==> config.mk <==
export PLATFORM = sky130hd
export DESIGN_NAME = sha1_stream_hasher
export DESIGN_NICKNAME = d
export VERILOG_FILES = /design/src/rtl/sha1_pkg.sv /design/src/rtl/sha1_sched.sv /design/src/rtl/sha1_core.sv /design/src/rtl/sha1_stream_hasher.sv
export SDC_FILE = /design/constraint.sdc
export NUM_CORES = 2
export LEC_CHECK = 0
export BUFFER_PORTS_ARGS = -buffer_cell sky130_fd_sc_hd__buf_4
export CORE_MARGIN = 1.5
export CORE_UTILIZATION = 51
export DETAILED_ROUTE_END_ITERATION = 16
export PLACE_DENSITY = 0.76
export SLEW_MARGIN = 10
export SYNTH_ARGS = -nofsm -noshare
export SYNTH_HDL_FRONTEND = slang
export SYNTH_HIERARCHICAL = 1
export SYNTH_SLANG_ARGS = --single-unit
==> constraint.sdc <==
create_clock -name i_clk -period 28.3 [get_ports i_clk]
set_input_delay 0 -clock i_clk [delete_from_list [all_inputs] [get_ports i_clk]]
set_output_delay 0 -clock i_clk [all_outputs]
set_load 0.03 [all_outputs]
==> src/rtl/sha1_pkg.sv <==
// Shared types, constants and round functions for the SHA-1 stream hasher.
// No dependencies; imported by every module of the block.
package sha1_pkg;

    localparam int ROUNDS = 80;

    localparam logic       ACT_ABSORB = 1'b0;
    localparam logic       ACT_FINISH = 1'b1;

    localparam logic [7:0] PAD_BYTE   = 8'h80;
    localparam logic [5:0] LEN_POS    = 6'd56;
    localparam logic [5:0] BLOCK_LAST = 6'd63;
    localparam logic [2:0] WORD_LAST  = 3'd4;

    localparam logic [31:0] K_0 = 32'h5A827999;
    localparam logic [31:0] K_1 = 32'h6ED9EBA1;
    localparam logic [31:0] K_2 = 32'h8F1BBCDC;
    localparam logic [31:0] K_3 = 32'hCA62C1D6;

    typedef struct packed {
        logic load;       // copy hash words into the working variables
        logic round;      // run one round
        logic final_add;  // fold working variables into the hash words
        logic init;       // return hash words to the initial values
    } t_core_ctl;

    function automatic logic [31:0] f_iv(input logic [2:0] idx);
        logic [31:0] v;
        case (idx)
            3'd0:    v = 32'h67452301;
            3'd1:    v = 32'hEFCDAB89;
            3'd2:    v = 32'h98BADCFE;
            3'd3:    v = 32'h10325476;
            default: v = 32'hC3D2E1F0;
        endcase
        return v;
    endfunction

    function automatic logic [31:0] f_round_f(input logic [6:0] t, input logic [31:0] b,
                                              input logic [31:0] c, input logic [31:0] d);
        logic [31:0] v;
        if (t < 7'd20) begin
            v = (b & c) | (~b & d);
        end else if (t < 7'd40) begin
            v = b ^ c ^ d;
        end else if (t < 7'd60) begin
            v = (b & c) | (b & d) | (c & d);
        end else begin
            v = b ^ c ^ d;
        end
        return v;
    endfunction

    function automatic logic [31:0] f_round_k(input logic [6:0] t);
        logic [31:0] v;
        if (t < 7'd20) begin
            v = K_0;
        end else if (t < 7'd40) begin
            v = K_1;
        end else if (t < 7'd60) begin
            v = K_2;
        end else begin
            v = K_3;
        end
        return v;
    endfunction

endpackage

==> src/rtl/sha1_sched.sv <==
// Byte packer and message schedule: a 16-word shift line that is filled
// big-endian from bytes and then expands W[t] one word per round.
// Depends on sha1_pkg.
module sha1_sched
    import sha1_pkg::*;
(
    input  logic        i_clk,
    input  logic        i_byte_valid,
    input  logic [7:0]  i_byte,
    input  logic [1:0]  i_pos_lo,
    input  logic        i_round,
    output logic [31:0] o_w
);

    logic [23:0] r_acc;
    logic [31:0] r_sh [16];
    logic [31:0] s_x;
    logic [31:0] s_next;

    // Position 0 holds W[t]; position k holds W[t+k].
    assign s_x    = r_sh[13] ^ r_sh[8] ^ r_sh[2] ^ r_sh[0];
    assign s_next = {s_x[30:0], s_x[31]};
    assign o_w    = r_sh[0];

    always_ff @(posedge i_clk) begin
        if (i_byte_valid) begin
            r_acc <= {r_acc[15:0], i_byte};
        end
        if (i_byte_valid && i_pos_lo == 2'd3) begin
            for (int i = 0; i < 15; i++) begin
                r_sh[i] <= r_sh[i + 1];
            end
            r_sh[15] <= {r_acc, i_byte};
        end else if (i_round) begin
            for (int i = 0; i < 15; i++) begin
                r_sh[i] <= r_sh[i + 1];
            end
            r_sh[15] <= s_next;
        end
    end

endmodule

==> src/rtl/sha1_core.sv <==
// Shared SHA-1 round unit: working variables a..e, one round per cycle,
// and the five hash words with their final add. Depends on sha1_pkg.
module sha1_core
    import sha1_pkg::*;
(
    input  logic        i_clk,
    input  logic        i_rst_n,
    input  t_core_ctl   i_ctl,
    input  logic [6:0]  i_t,
    input  logic [31:0] i_w,
    input  logic [2:0]  i_rd_idx,
    output logic [31:0] o_hash_word
);

    logic [31:0] r_h [5];
    logic [31:0] r_a, r_b, r_c, r_d, r_e;
    logic [31:0] s_t;

    assign s_t = {r_a[26:0], r_a[31:27]} + f_round_f(i_t, r_b, r_c, r_d)
               + r_e + f_round_k(i_t) + i_w;

    always_ff @(posedge i_clk) begin
        if (!i_rst_n || i_ctl.init) begin
            for (int i = 0; i < 5; i++) begin
                r_h[i] <= f_iv(3'(i));
            end
        end else if (i_ctl.final_add) begin
            r_h[0] <= r_h[0] + r_a;
            r_h[1] <= r_h[1] + r_b;
            r_h[2] <= r_h[2] + r_c;
            r_h[3] <= r_h[3] + r_d;
            r_h[4] <= r_h[4] + r_e;
        end
    end

    always_ff @(posedge i_clk) begin
        if (i_ctl.load) begin
            r_a <= r_h[0];
            r_b <= r_h[1];
            r_c <= r_h[2];
            r_d <= r_h[3];
            r_e <= r_h[4];
        end else if (i_ctl.round) begin
            r_e <= r_d;
            r_d <= r_c;
            r_c <= {r_b[1:0], r_b[31:2]};
            r_b <= r_a;
            r_a <= s_t;
        end
    end

    always_comb begin
        case (i_rd_idx)
            3'd0:    o_hash_word = r_h[0];
            3'd1:    o_hash_word = r_h[1];
            3'd2:    o_hash_word = r_h[2];
            3'd3:    o_hash_word = r_h[3];
            3'd4:    o_hash_word = r_h[4];
            default: o_hash_word = '0;
        endcase
    end

endmodule

==> src/rtl/sha1_stream_hasher.sv <==
// SHA-1 stream hasher top level: handshakes, padding sequencer and digest output.
// Depends on sha1_pkg, sha1_sched and sha1_core.
//
// Input items arrive on the slave stream: tuser is the action (0 absorb,
// 1 finish) and tdata the message byte. An absorb item stores its byte,
// and the 64th byte of a block also starts a compression: 80 rounds
// on the shared round unit, one per cycle, followed by the final
// add, during which tready stays low. A finish item injects the 0x80
// marker and zero bytes one per cycle up to byte 56 (through an extra
// compressed block when 56 or more bytes were pending), then the eight
// length bytes, then compresses the last block. The digest follows on the
// master stream as five items, word 0 first, with tuser the word index and
// tlast on the fifth. A stalled receiver holds the current word; no new
// item is taken until the fifth word is accepted, at which point the hash
// words, length and fill count return to their initial values.
// Reset is synchronous and active low and gives the same state as that
// return; the block is ready in the first cycle after reset.
module sha1_stream_hasher
    import sha1_pkg::*;
(
    input  logic        i_clk,
    input  logic        i_rst_n,
    input  logic        i_s_tvalid,
    output logic        o_s_tready,
    input  logic [7:0]  i_s_tdata,   // [7:0] data_byte
    input  logic        i_s_tuser,   // [0] action
    output logic        o_m_tvalid,
    input  logic        i_m_tready,
    output logic [31:0] o_m_tdata,   // [31:0] digest_word
    output logic [2:0]  o_m_tuser,   // [2:0] word_index
    output logic        o_m_tlast
);

    localparam logic [2:0] ST_IDLE  = 3'd0;
    localparam logic [2:0] ST_ROUND = 3'd1;
    localparam logic [2:0] ST_FINAL = 3'd2;
    localparam logic [2:0] ST_PAD   = 3'd3;
    localparam logic [2:0] ST_LEN   = 3'd4;
    localparam logic [2:0] ST_OUT   = 3'd5;

    logic [2:0]  r_state, n_state;
    logic [2:0]  r_ret, n_ret;
    logic [5:0]  r_fill, n_fill;
    logic [63:0] r_bits, n_bits;
    logic        r_first, n_first;
    logic [6:0]  r_cnt, n_cnt;

    logic        s_accept;
    logic        s_inj_valid;
    logic [7:0]  s_inj_byte;
    t_core_ctl   s_ctl;
    logic [31:0] s_w;
    logic [31:0] s_hash_word;

    assign o_s_tready = (r_state == ST_IDLE);
    assign s_accept   = i_s_tvalid && o_s_tready;

    always_comb begin
        n_state     = r_state;
        n_ret       = r_ret;
        n_fill      = r_fill;
        n_bits      = r_bits;
        n_first     = r_first;
        n_cnt       = r_cnt;
        s_inj_valid = 1'b0;
        s_inj_byte  = i_s_tdata;
        s_ctl       = '0;
        case (r_state)
            ST_IDLE: begin
                if (s_accept) begin
                    if (i_s_tuser == ACT_FINISH) begin
                        n_state = ST_PAD;
                        n_first = 1'b1;
                    end else begin
                        s_inj_valid = 1'b1;
                        n_bits      = r_bits + 64'd8;
                        if (r_fill == BLOCK_LAST) begin
                            n_state   = ST_ROUND;
                            n_ret     = ST_IDLE;
                            n_cnt     = '0;
                            s_ctl.load = 1'b1;
                        end
                    end
                end
            end
            ST_PAD: begin
                if (r_fill == LEN_POS && !r_first) begin
                    n_state = ST_LEN;
                    n_cnt   = '0;
                end else begin
                    s_inj_valid = 1'b1;
                    s_inj_byte  = r_first ? PAD_BYTE : 8'h00;
                    n_first     = 1'b0;
                    if (r_fill == BLOCK_LAST) begin
                        n_state    = ST_ROUND;
                        n_ret      = ST_PAD;
                        n_cnt      = '0;
                        s_ctl.load = 1'b1;
                    end
                end
            end
            ST_LEN: begin
                // Length goes out most significant byte first.
                s_inj_valid = 1'b1;
                s_inj_byte  = r_bits[{~r_cnt[2:0], 3'b000} +: 8];
                n_cnt       = r_cnt + 7'd1;
                if (r_cnt[2:0] == 3'd7) begin
                    n_state    = ST_ROUND;
                    n_ret      = ST_OUT;
                    n_cnt      = '0;
                    s_ctl.load = 1'b1;
                end
            end
            ST_ROUND: begin
                s_ctl.round = 1'b1;
                n_cnt       = r_cnt + 7'd1;
                if (r_cnt == 7'(ROUNDS - 1)) begin
                    n_state = ST_FINAL;
                end
            end
            ST_FINAL: begin
                s_ctl.final_add = 1'b1;
                n_state         = r_ret;
                n_cnt           = '0;
            end
            ST_OUT: begin
                if (i_m_tready) begin
                    n_cnt = r_cnt + 7'd1;
                    if (r_cnt[2:0] == WORD_LAST) begin
                        n_state    = ST_IDLE;
                        n_bits     = '0;
                        n_fill     = '0;
                        s_ctl.init = 1'b1;
                    end
                end
            end
            default: begin
                n_state = ST_IDLE;
            end
        endcase
        if (s_inj_valid) begin
            n_fill = r_fill + 6'd1;
        end
    end

    always_ff @(posedge i_clk) begin
        if (!i_rst_n) begin
            r_state <= ST_IDLE;
            r_ret   <= ST_IDLE;
            r_fill  <= '0;
            r_bits  <= '0;
            r_first <= 1'b0;
            r_cnt   <= '0;
        end else begin
            r_state <= n_state;
            r_ret   <= n_ret;
            r_fill  <= n_fill;
            r_bits  <= n_bits;
            r_first <= n_first;
            r_cnt   <= n_cnt;
        end
    end

    sha1_sched u_sched (
        .i_clk        (i_clk),
        .i_byte_valid (s_inj_valid),
        .i_byte       (s_inj_byte),
        .i_pos_lo     (r_fill[1:0]),
        .i_round      (s_ctl.round),
        .o_w          (s_w)
    );

    sha1_core u_core (
        .i_clk       (i_clk),
        .i_rst_n     (i_rst_n),
        .i_ctl       (s_ctl),
        .i_t         (r_cnt),
        .i_w         (s_w),
        .i_rd_idx    (r_cnt[2:0]),
        .o_hash_word (s_hash_word)
    );

    assign o_m_tvalid = (r_state == ST_OUT);
    assign o_m_tdata  = s_hash_word;
    assign o_m_tuser  = r_cnt[2:0];
    assign o_m_tlast  = (r_cnt[2:0] == WORD_LAST);

    a_no_overlap: assert property (@(posedge i_clk) disable iff (!i_rst_n)
        !(o_s_tready && o_m_tvalid))
        else $error("input ready while digest words are pending");

    a_round_range: assert property (@(posedge i_clk) disable iff (!i_rst_n)
        (r_state == ST_ROUND) |-> (r_cnt < 7'(ROUNDS)))
        else $error("round counter past the last round");

    a_len_pos: assert property (@(posedge i_clk) disable iff (!i_rst_n)
        (r_state == ST_LEN && r_cnt == 7'd0) |-> (r_fill == LEN_POS))
        else $error("length bytes not placed at byte 56");

    a_out_index: assert property (@(posedge i_clk) disable iff (!i_rst_n)
        o_m_tvalid |-> (r_cnt <= 7'(WORD_LAST)))
        else $error("digest word index out of range");

    a_ready_after: assert property (@(posedge i_clk) disable iff (!i_rst_n)
        (o_m_tvalid && i_m_tready && o_m_tlast) |=> (o_s_tready && r_fill == 6'd0))
        else $error("block not idle and empty after the last digest word");

endmodule
## Word-level counts from Yosys, hierarchy flattened

Memories as Yosys holds them, arrays and structs flattened.
Cells that the tools add are included.

| cells by class | value |
|---|---|
| add/sub/neg operators | 12 |
| order comparisons | 3 |
| equality and inequality tests | 24 |
| shift operators | 1 |
| multiplexer cells | 107 |
| bitwise gates (word level) | 35 |
| reduce and logical (&&, ||, !) cells | 22 |

Operators with widths:

| cell | count |
|---|---|
| 2-to-1 mux 32 bit | 41 |
| adder 32 bit | 9 |
| 2-to-1 mux 64 bit | 4 |
| case mux 32 bit (5 select lines) | 1 |
| XOR 32 bit | 5 |
| bitwise AND 32 bit | 4 |
| case mux 64 bit (2 select lines) | 1 |
| bitwise OR 32 bit | 3 |
| adder 64 x 4 -> 64 bit (second input constant) | 1 |
| variable part select 64 x 7 -> 8 bit | 1 |
| 2-to-1 mux 3 bit | 14 |
| 2-to-1 mux 7 bit | 6 |
| case mux 7 bit (6 select lines) | 1 |
| NOT 32 bit | 1 |
| 2-to-1 mux 31 bit | 1 |
| 2-to-1 mux 1 bit | 26 |
| 2-to-1 mux 6 bit | 4 |
| bitwise OR 1 bit | 21 |
| case mux 3 bit (6 select lines) | 1 |
| 2-to-1 mux 8 bit | 2 |
| case mux 8 bit (2 select lines) | 1 |
| < comparator 7 x 6 -> 1 bit (second input constant) | 2 |
| == test 3 x 2 -> 1 bit (second input constant) | 4 |
| == test 3 bit (second input constant) | 4 |
| 24 further kinds | 46 |

| storage, ports and cells | value |
|---|---|
| register bits | 268 |
| RAM bits | 672 |
| bits of input ports | 13 |
| output and inout port bits | 38 |
| word-level logic and storage cells | 218 |
| memories | 2 |

Memories:

| name | words | width | read ports | clocked after Yosys merged registers in | write ports | RTL line | RTL |
|---|---|---|---|---|---|---|---|
| u_sched.r_sh | 16 | 32 | 16 | 0 | 16 | sha1_sched.sv:16 | `logic [31:0] r_sh [16];` |
| u_core.r_h | 5 | 32 | 5 | 0 | 5 | sha1_core.sv:15 | `logic [31:0] r_h [5];` |

## Longest topological paths before layout

| logic depth | value |
|---|---|
| depth after elaboration | 12 |
| mapped depth | 23 |
| gate-level depth less buffers | 22 |

## Modules after synthesis

The synthesis kept the hierarchy.

Modules (own cells, without submodules):

| module | times used | cells each | area each (sq um) | seq. area each (sq um) |
|---|---|---|---|---|
| sha1_core | 1 | 2547 | 26185.1 | 9609.2 |
| sha1_sched | 1 | 737 | 17710.7 | 16095.4 |
| sha1_stream_hasher | 1 | 591 | 4825.9 | 1621.6 |

## Worst setup path after synthesis

No wires, ideal clock.

| path | value |
|---|---|
| path kind | flip-flop to flip-flop |
| start point | register r_state[0] |
| end point | memory u_sched.r_sh[0][0] (enable) |
| library setup time | 0.971 ns |
| arrival time | 13.712 ns |
| required time | 27.329 ns |
| slack | 13.617 ns |
| cell stages (with the launch flop) | 9 |
| buffers on the path | 2 |
| period minus slack after synthesis | 14.683 ns |
| cells stage by stage | dfxtp_1 -> clkbuf_1 -> or3_1 -> nor2_1 -> nor3_1 -> inv_1 -> nand3_2 -> buf_6 -> nand2b_1 |

RTL lines:

| element | RTL line | RTL |
|---|---|---|
| from (decl) | sha1_stream_hasher.sv:41 | `logic [2:0] r_state, n_state;` |
| from (signal assigned) | sha1_stream_hasher.sv:155 | `r_state <= n_state;` |
| to (decl) | sha1_sched.sv:16 |  |

## Worst setup path after layout

| path | value |
|---|---|
| start point | register r_cnt[4] |
| end point | register u_core.r_a[31] (data pin) |

| between the ends | value |
|---|---|
| cells in the longest elaborated chain, start to end | 10 |
| elaborated cells on any way between the ends | 15 |
| classes of those cells | 4 x add/sub; 3 x order compare; 8 x mux |

RTL lines:

| element | RTL line | RTL |
|---|---|---|
| from (decl) | sha1_stream_hasher.sv:46 | `logic [6:0] r_cnt, n_cnt;` |
| from (signal assigned) | sha1_stream_hasher.sv:160 | `r_cnt <= n_cnt;` |
| < comparator 7 x 6 -> 1 bit | sha1_pkg.sv:46, sha1_pkg.sv:60 |  |
| 2-to-1 mux 32 bit | sha1_pkg.sv:46 | `end else if (t < 7'd60) begin` |
| 2-to-1 mux 32 bit | sha1_pkg.sv:44 | `end else if (t < 7'd40) begin` |
| 2-to-1 mux 32 bit | sha1_pkg.sv:42 | `if (t < 7'd20) begin` |
| adder 32 bit | sha1_core.sv:19 | `assign s_t = {r_a[26:0], r_a[31:27]} + f_round_f(i_t, r_b, r_c, r_d)` |
| adder 32 bit | sha1_core.sv:20 | `+ r_e + f_round_k(i_t) + i_w;` |
| adder 32 bit (*) (2 in series) | sha1_core.sv:20 |  |
| 2-to-1 mux 32 bit (*) | sha1_core.sv:43 | `end else if (i_ctl.round) begin` |
| 2-to-1 mux 32 bit (*) | sha1_core.sv:37 | `if (i_ctl.load) begin` |
| to (signal assigned) | sha1_core.sv:38 | `r_a <= r_h[0];` |
| to (signal assigned) | sha1_core.sv:48 | `r_a <= s_t;` |
| to (decl) | sha1_core.sv:16 | `logic [31:0] r_a, r_b, r_c, r_d, r_e;` |

Every way passes the cells marked *; elsewhere a longest branch is shown, timed or not. The select of a mux whose other input is x is not followed.
A chain may end at the register's enable or synchronous reset.

==> flow_metrics.py <==
metrics = {
    "sta": {
        "final_max_slew_viol_count": 0,
        "tightest_slew_ps": 1230,
        "finalSetupViolCount": 0,
        "fin_ws_ps": 20990,
        "fin_crit_sh_pct": 25.8,
        "fmaxAchievable_mhz": 137,
        "final.setup_skew_ps": 31.8,
        "finalHoldViolCount": 0,
        "finalCriticalPeriod_ps": 7310,
        "slew_headroom_pct": 17.4,
        "grt_setup_unrepaired": "false",
        "tns_ps": 0,
    },
    "worst_setup_path": {
        "critPathMaxStageDelay_ps": 690,
        "cpMaxStageDelayCell": "nand2_1",
        "startpoint": "r_cnt[4]",
        "regToRegEndpoint": "u_core/r_a[31]",
        "startpoint_type": "register",
        "cp_max_fo": 20,
        "worstPathRequired_ps": 28700,
        "r2r_start": "r_cnt[4]",
        "cp_common_cell": "inv_1",
        "cp-end-kind": "register",
        "crit_arrival_ps": 7710,
        "worstSetupEndpoint": "u_core/r_a[31]",
        "worstSetupPathType": "reg2reg",
        "r2r_slack_ps": 20990,
        "r2r_cells": 25,
    },
    "clocking": {
        "root_buffer": "clkbuf_16",
        "cts_buffer_depth": 3,
        "clk_latency_ps": 680,
        "numCtsBuffers": 96,
        "clk_pin_slew_ps": 70,
        "clkSinkCount": 937,
        "cts_tree": "built",
        "h-tree-depth": 3,
    },
    "synthesis": {
        "ys_types": 95,
        "syn_area_per_cell_sq_um": 12.6,
        "async_flop_share_pct": 0,
        "yosysTopAreaCell": "edfxtp_1",
        "synth_area_sq_um": 48700,
        "synth_seq_cells": 937,
        "synth-edff-count": 856,
        "syn_inst": 3875,
        "yosysWarnings": 6,
        "synth_top_cell_area_share_pct": 52.8,
        "synthTopCellsByArea": "edfxtp_1 (53%), fa_1 (5.1%), ha_1 (5.1%), xnor2_1 (3.4%), dfxtp_1 (3.3%)",
        "syn_nets": 4212,
        "synth-main-ff-cell": "edfxtp_1",
        "ys_seq_area_share_pct": 56.1,
    },
    "floorplanning": {
        "dieWidth_um": 312,
        "io_pins": 51,
        "rows": 113,
        "initial_utilization_pct": 51.4,
        "die_h_um": 312,
        "dieArea_sq_um": 97400,
        "core_area_sq_um": 94900,
    },
    "grt": {
        "top_usage_layer": "met2",
        "antenna_found_initial": 1,
        "gr-total-overflow": 0,
        "grt_usage_pct": 24.2,
        "grt_max_degree": 92,
        "grt_util_met3_pct": 4.41,
        "grt_pass1_vias": 30600,
        "gr-usage-met1_pct": 34.0,
        "use_met2_pct": 37.5,
        "grt_pass1_wl_um": 181000,
    },
    "routing": {
        "drcViolationCount": 0,
        "wl_per_cell_um": 22.7,
        "drt-vias-per-instance": 6.05,
        "drt_iter0_drc": 3317,
        "first_pass_iters": 6,
        "drtAntennaViolNets": 0,
        "vias": 31800,
        "routed_wl_um": 120000,
    },
    "power_and_ir_drop": {
        "switchingPower_mw": 2.29,
        "seq_power_share_pct": 34.8,
        "p_leak_nw": 18.9,
        "p_int_mw": 3.74,
        "switching_share_pct": 37.9,
        "ir_worst_vdd_v": 0.0000920,
        "p_total_mw": 6.03,
        "clkPwrFrac_pct": 21.4,
        "pwr_density_cell_nw_per_um2": 113,
        "combinationalPowerShare_pct": 43.8,
    },
    "outcome": {
        "outcome": "completed",
    },
    "min_path": {
        "worstHoldPathType": "in2reg",
    },
    "cells_and_area": {
        "fillers": 7524,
        "n_antenna_cell": 0,
        "regArea_sq_um": 27300,
        "multi_input_area_sq_um": 19700,
        "synthToLayoutAreaGrowth_pct": 9.99,
        "final_core_util_pct": 56.5,
        "nNetsFinal": 4254,
        "drive_gt1_share_pct": 11.9,
        "final_area_sq_um": 53600,
    },
    "placement": {
        "place_area_sq_um": 50200,
        "pre_cts_ws_ps": 21010,
        "gp_congestion": 0.961,
        "io_buffers": 50,
        "dp_hpwl_um": 84200,
    },
    "job": {
        "drv_cap": 0,
    },
}
==> state kept, by name (all words and copies together), names as in the netlist, 6 cells and up <==
signal / cells
u_core/r_b: 32
u_core/r_h: 160
u_sched/r_sh: 512
r_cnt: 7
u_core/r_e: 32
r_fill: 6
u_core/r_d: 32
r_bits: 61
u_core/r_a: 32
u_core/r_c: 32
u_sched/r_acc: 24
==> stage by stage <==
stage,hold WS (ps),instances
after floorplan,201,3875
after global placement,353,5070
after detailed placement,362,5070
after CTS,204,5262
after global routing,226,5262
final,243,5262
==> how the worst min path moves through the flow <==
| stage | from | endpoint | slack, ps | cells after the start |
|---|---|---|---|---|
| after floorplan | i_s_tuser | r_first | 200 | 2 |
| after global placement | i_rst_n | r_ret[2] | 350 | 2 |
| after detailed placement | i_rst_n | r_ret[0] | 360 | 2 |
| after CTS | i_s_tdata[4] | u_sched/r_acc[4] | 200 | 3 |
| after global routing | i_s_tdata[1] | u_sched/r_acc[1] | 230 | 3 |
| final | i_s_tdata[4] | u_sched/r_acc[4] | 240 | 3 |
==> layout by cell type (no fill, tap or decap), types with 19 or more instances in the layout <==
master     netlist  final
edfxtp_1       856    856
nand2_1        303    302
inv_1          252    252
nor2_1         221    220
ha_1           199    199
a21oi_1        193    193
o21ai_0        192    192
xnor2_1        191    191
fa_1           125    125
mux2_2         117    117
clkbuf_16        0     97
buf_4           35     82
dfxtp_1         81     79
a21o_1          73     73
nand3_1         67     67
xor2_1          67     67
mux2i_1         61     61
a221o_1         50     50
nor3_1          46     45
o31ai_1         39     39
a21oi_2         34     34
or3_1           33     33
o21a_1          32     32
nor2b_1         31     31
nand2b_1        32     30
and3_1          30     30
nand4_1         29     29
a211oi_1        26     26
or4_1           25     25
and2_1          22     22
nor4_1          22     22
o211ai_1        21     21
o22ai_1         20     20
a31oi_1         20     20
nor2_2          18     19
==> cell type report <==
class	instances	area share, %
multi-input cells	2532	36.8
flip-flops and latches	937	51.0
inverters	254	1.78
clock buffers	121	4.81
repair buffers	96	1.41
clock inverters	57	1.24
well taps	1265	2.95
==> Yosys cell counts, drive strengths merged, types with 30 or more instances <==
library cell	n
xnor2	191
nor2b	33
ha	199
and3	30
nor2	239
o21ai	203
nand2b	32
dfxtp	81
mux2i	61
edfxtp	856
nand2	303
fa	125
o21a	32
clkbuf	92
xor2	67
nand3	68
nor3	47
or3	33
a221o	50
o31ai	44
a21o	73
a21oi	228
mux2	117
nand4	31
buf	60
inv	252
==> cells by family after synthesis <==
kind of cell | synth area share (%)
multiplexers | 4.60
buffers and inverters | 3.53
adder cells (fa/ha/maj) | 10.2
flip-flops | 56.1
AO/OA/AOI/OAI | 11.6
AND/OR/NAND/NOR | 9.31
XOR/XNOR | 4.64
==> layer usage <==
metal	wire length, um	vias up	part of all wire (%)
met2	54400	1372	46
li1	-	14400	-
met5	0	-	0
met1	50200	15800	42
met4	4920	0	4.1
met3	9930	277	8.3
==> power groups by stage <==
stage | logic [mW] | registers, mW | clock network [mW]
4_1_cts | 2.62 | 2.09 | 1.31
6_report | 2.64 | 2.10 | 1.29
5_1_grt | 2.93 | 2.12 | 1.36
3_3_place_gp | 2.56 | 2.11 | 0
2_1_floorplan | 1.99 | 2.14 | 0
3_5_place_dp | 2.61 | 2.12 | 0
==> worst max-delay path: cells and delay by family, from the launching register on <==
kind | cells | cell delay (ps)
flops | 1 | 490
xor+xnor | 1 | 170
compound gates | 8 | 1800
fa+ha+maj | 3 | 1320
buf+inv | 7 | 1210
simple gates | 6 | 1980
==> what timing repair did <==
action	4_1_cts	5_1_grt
hold buffers	14	0
endpoints found under the hold margin	38	0
setup buffers	0	0
resized for setup	0	0
Power figures use the tool's default switching activity.
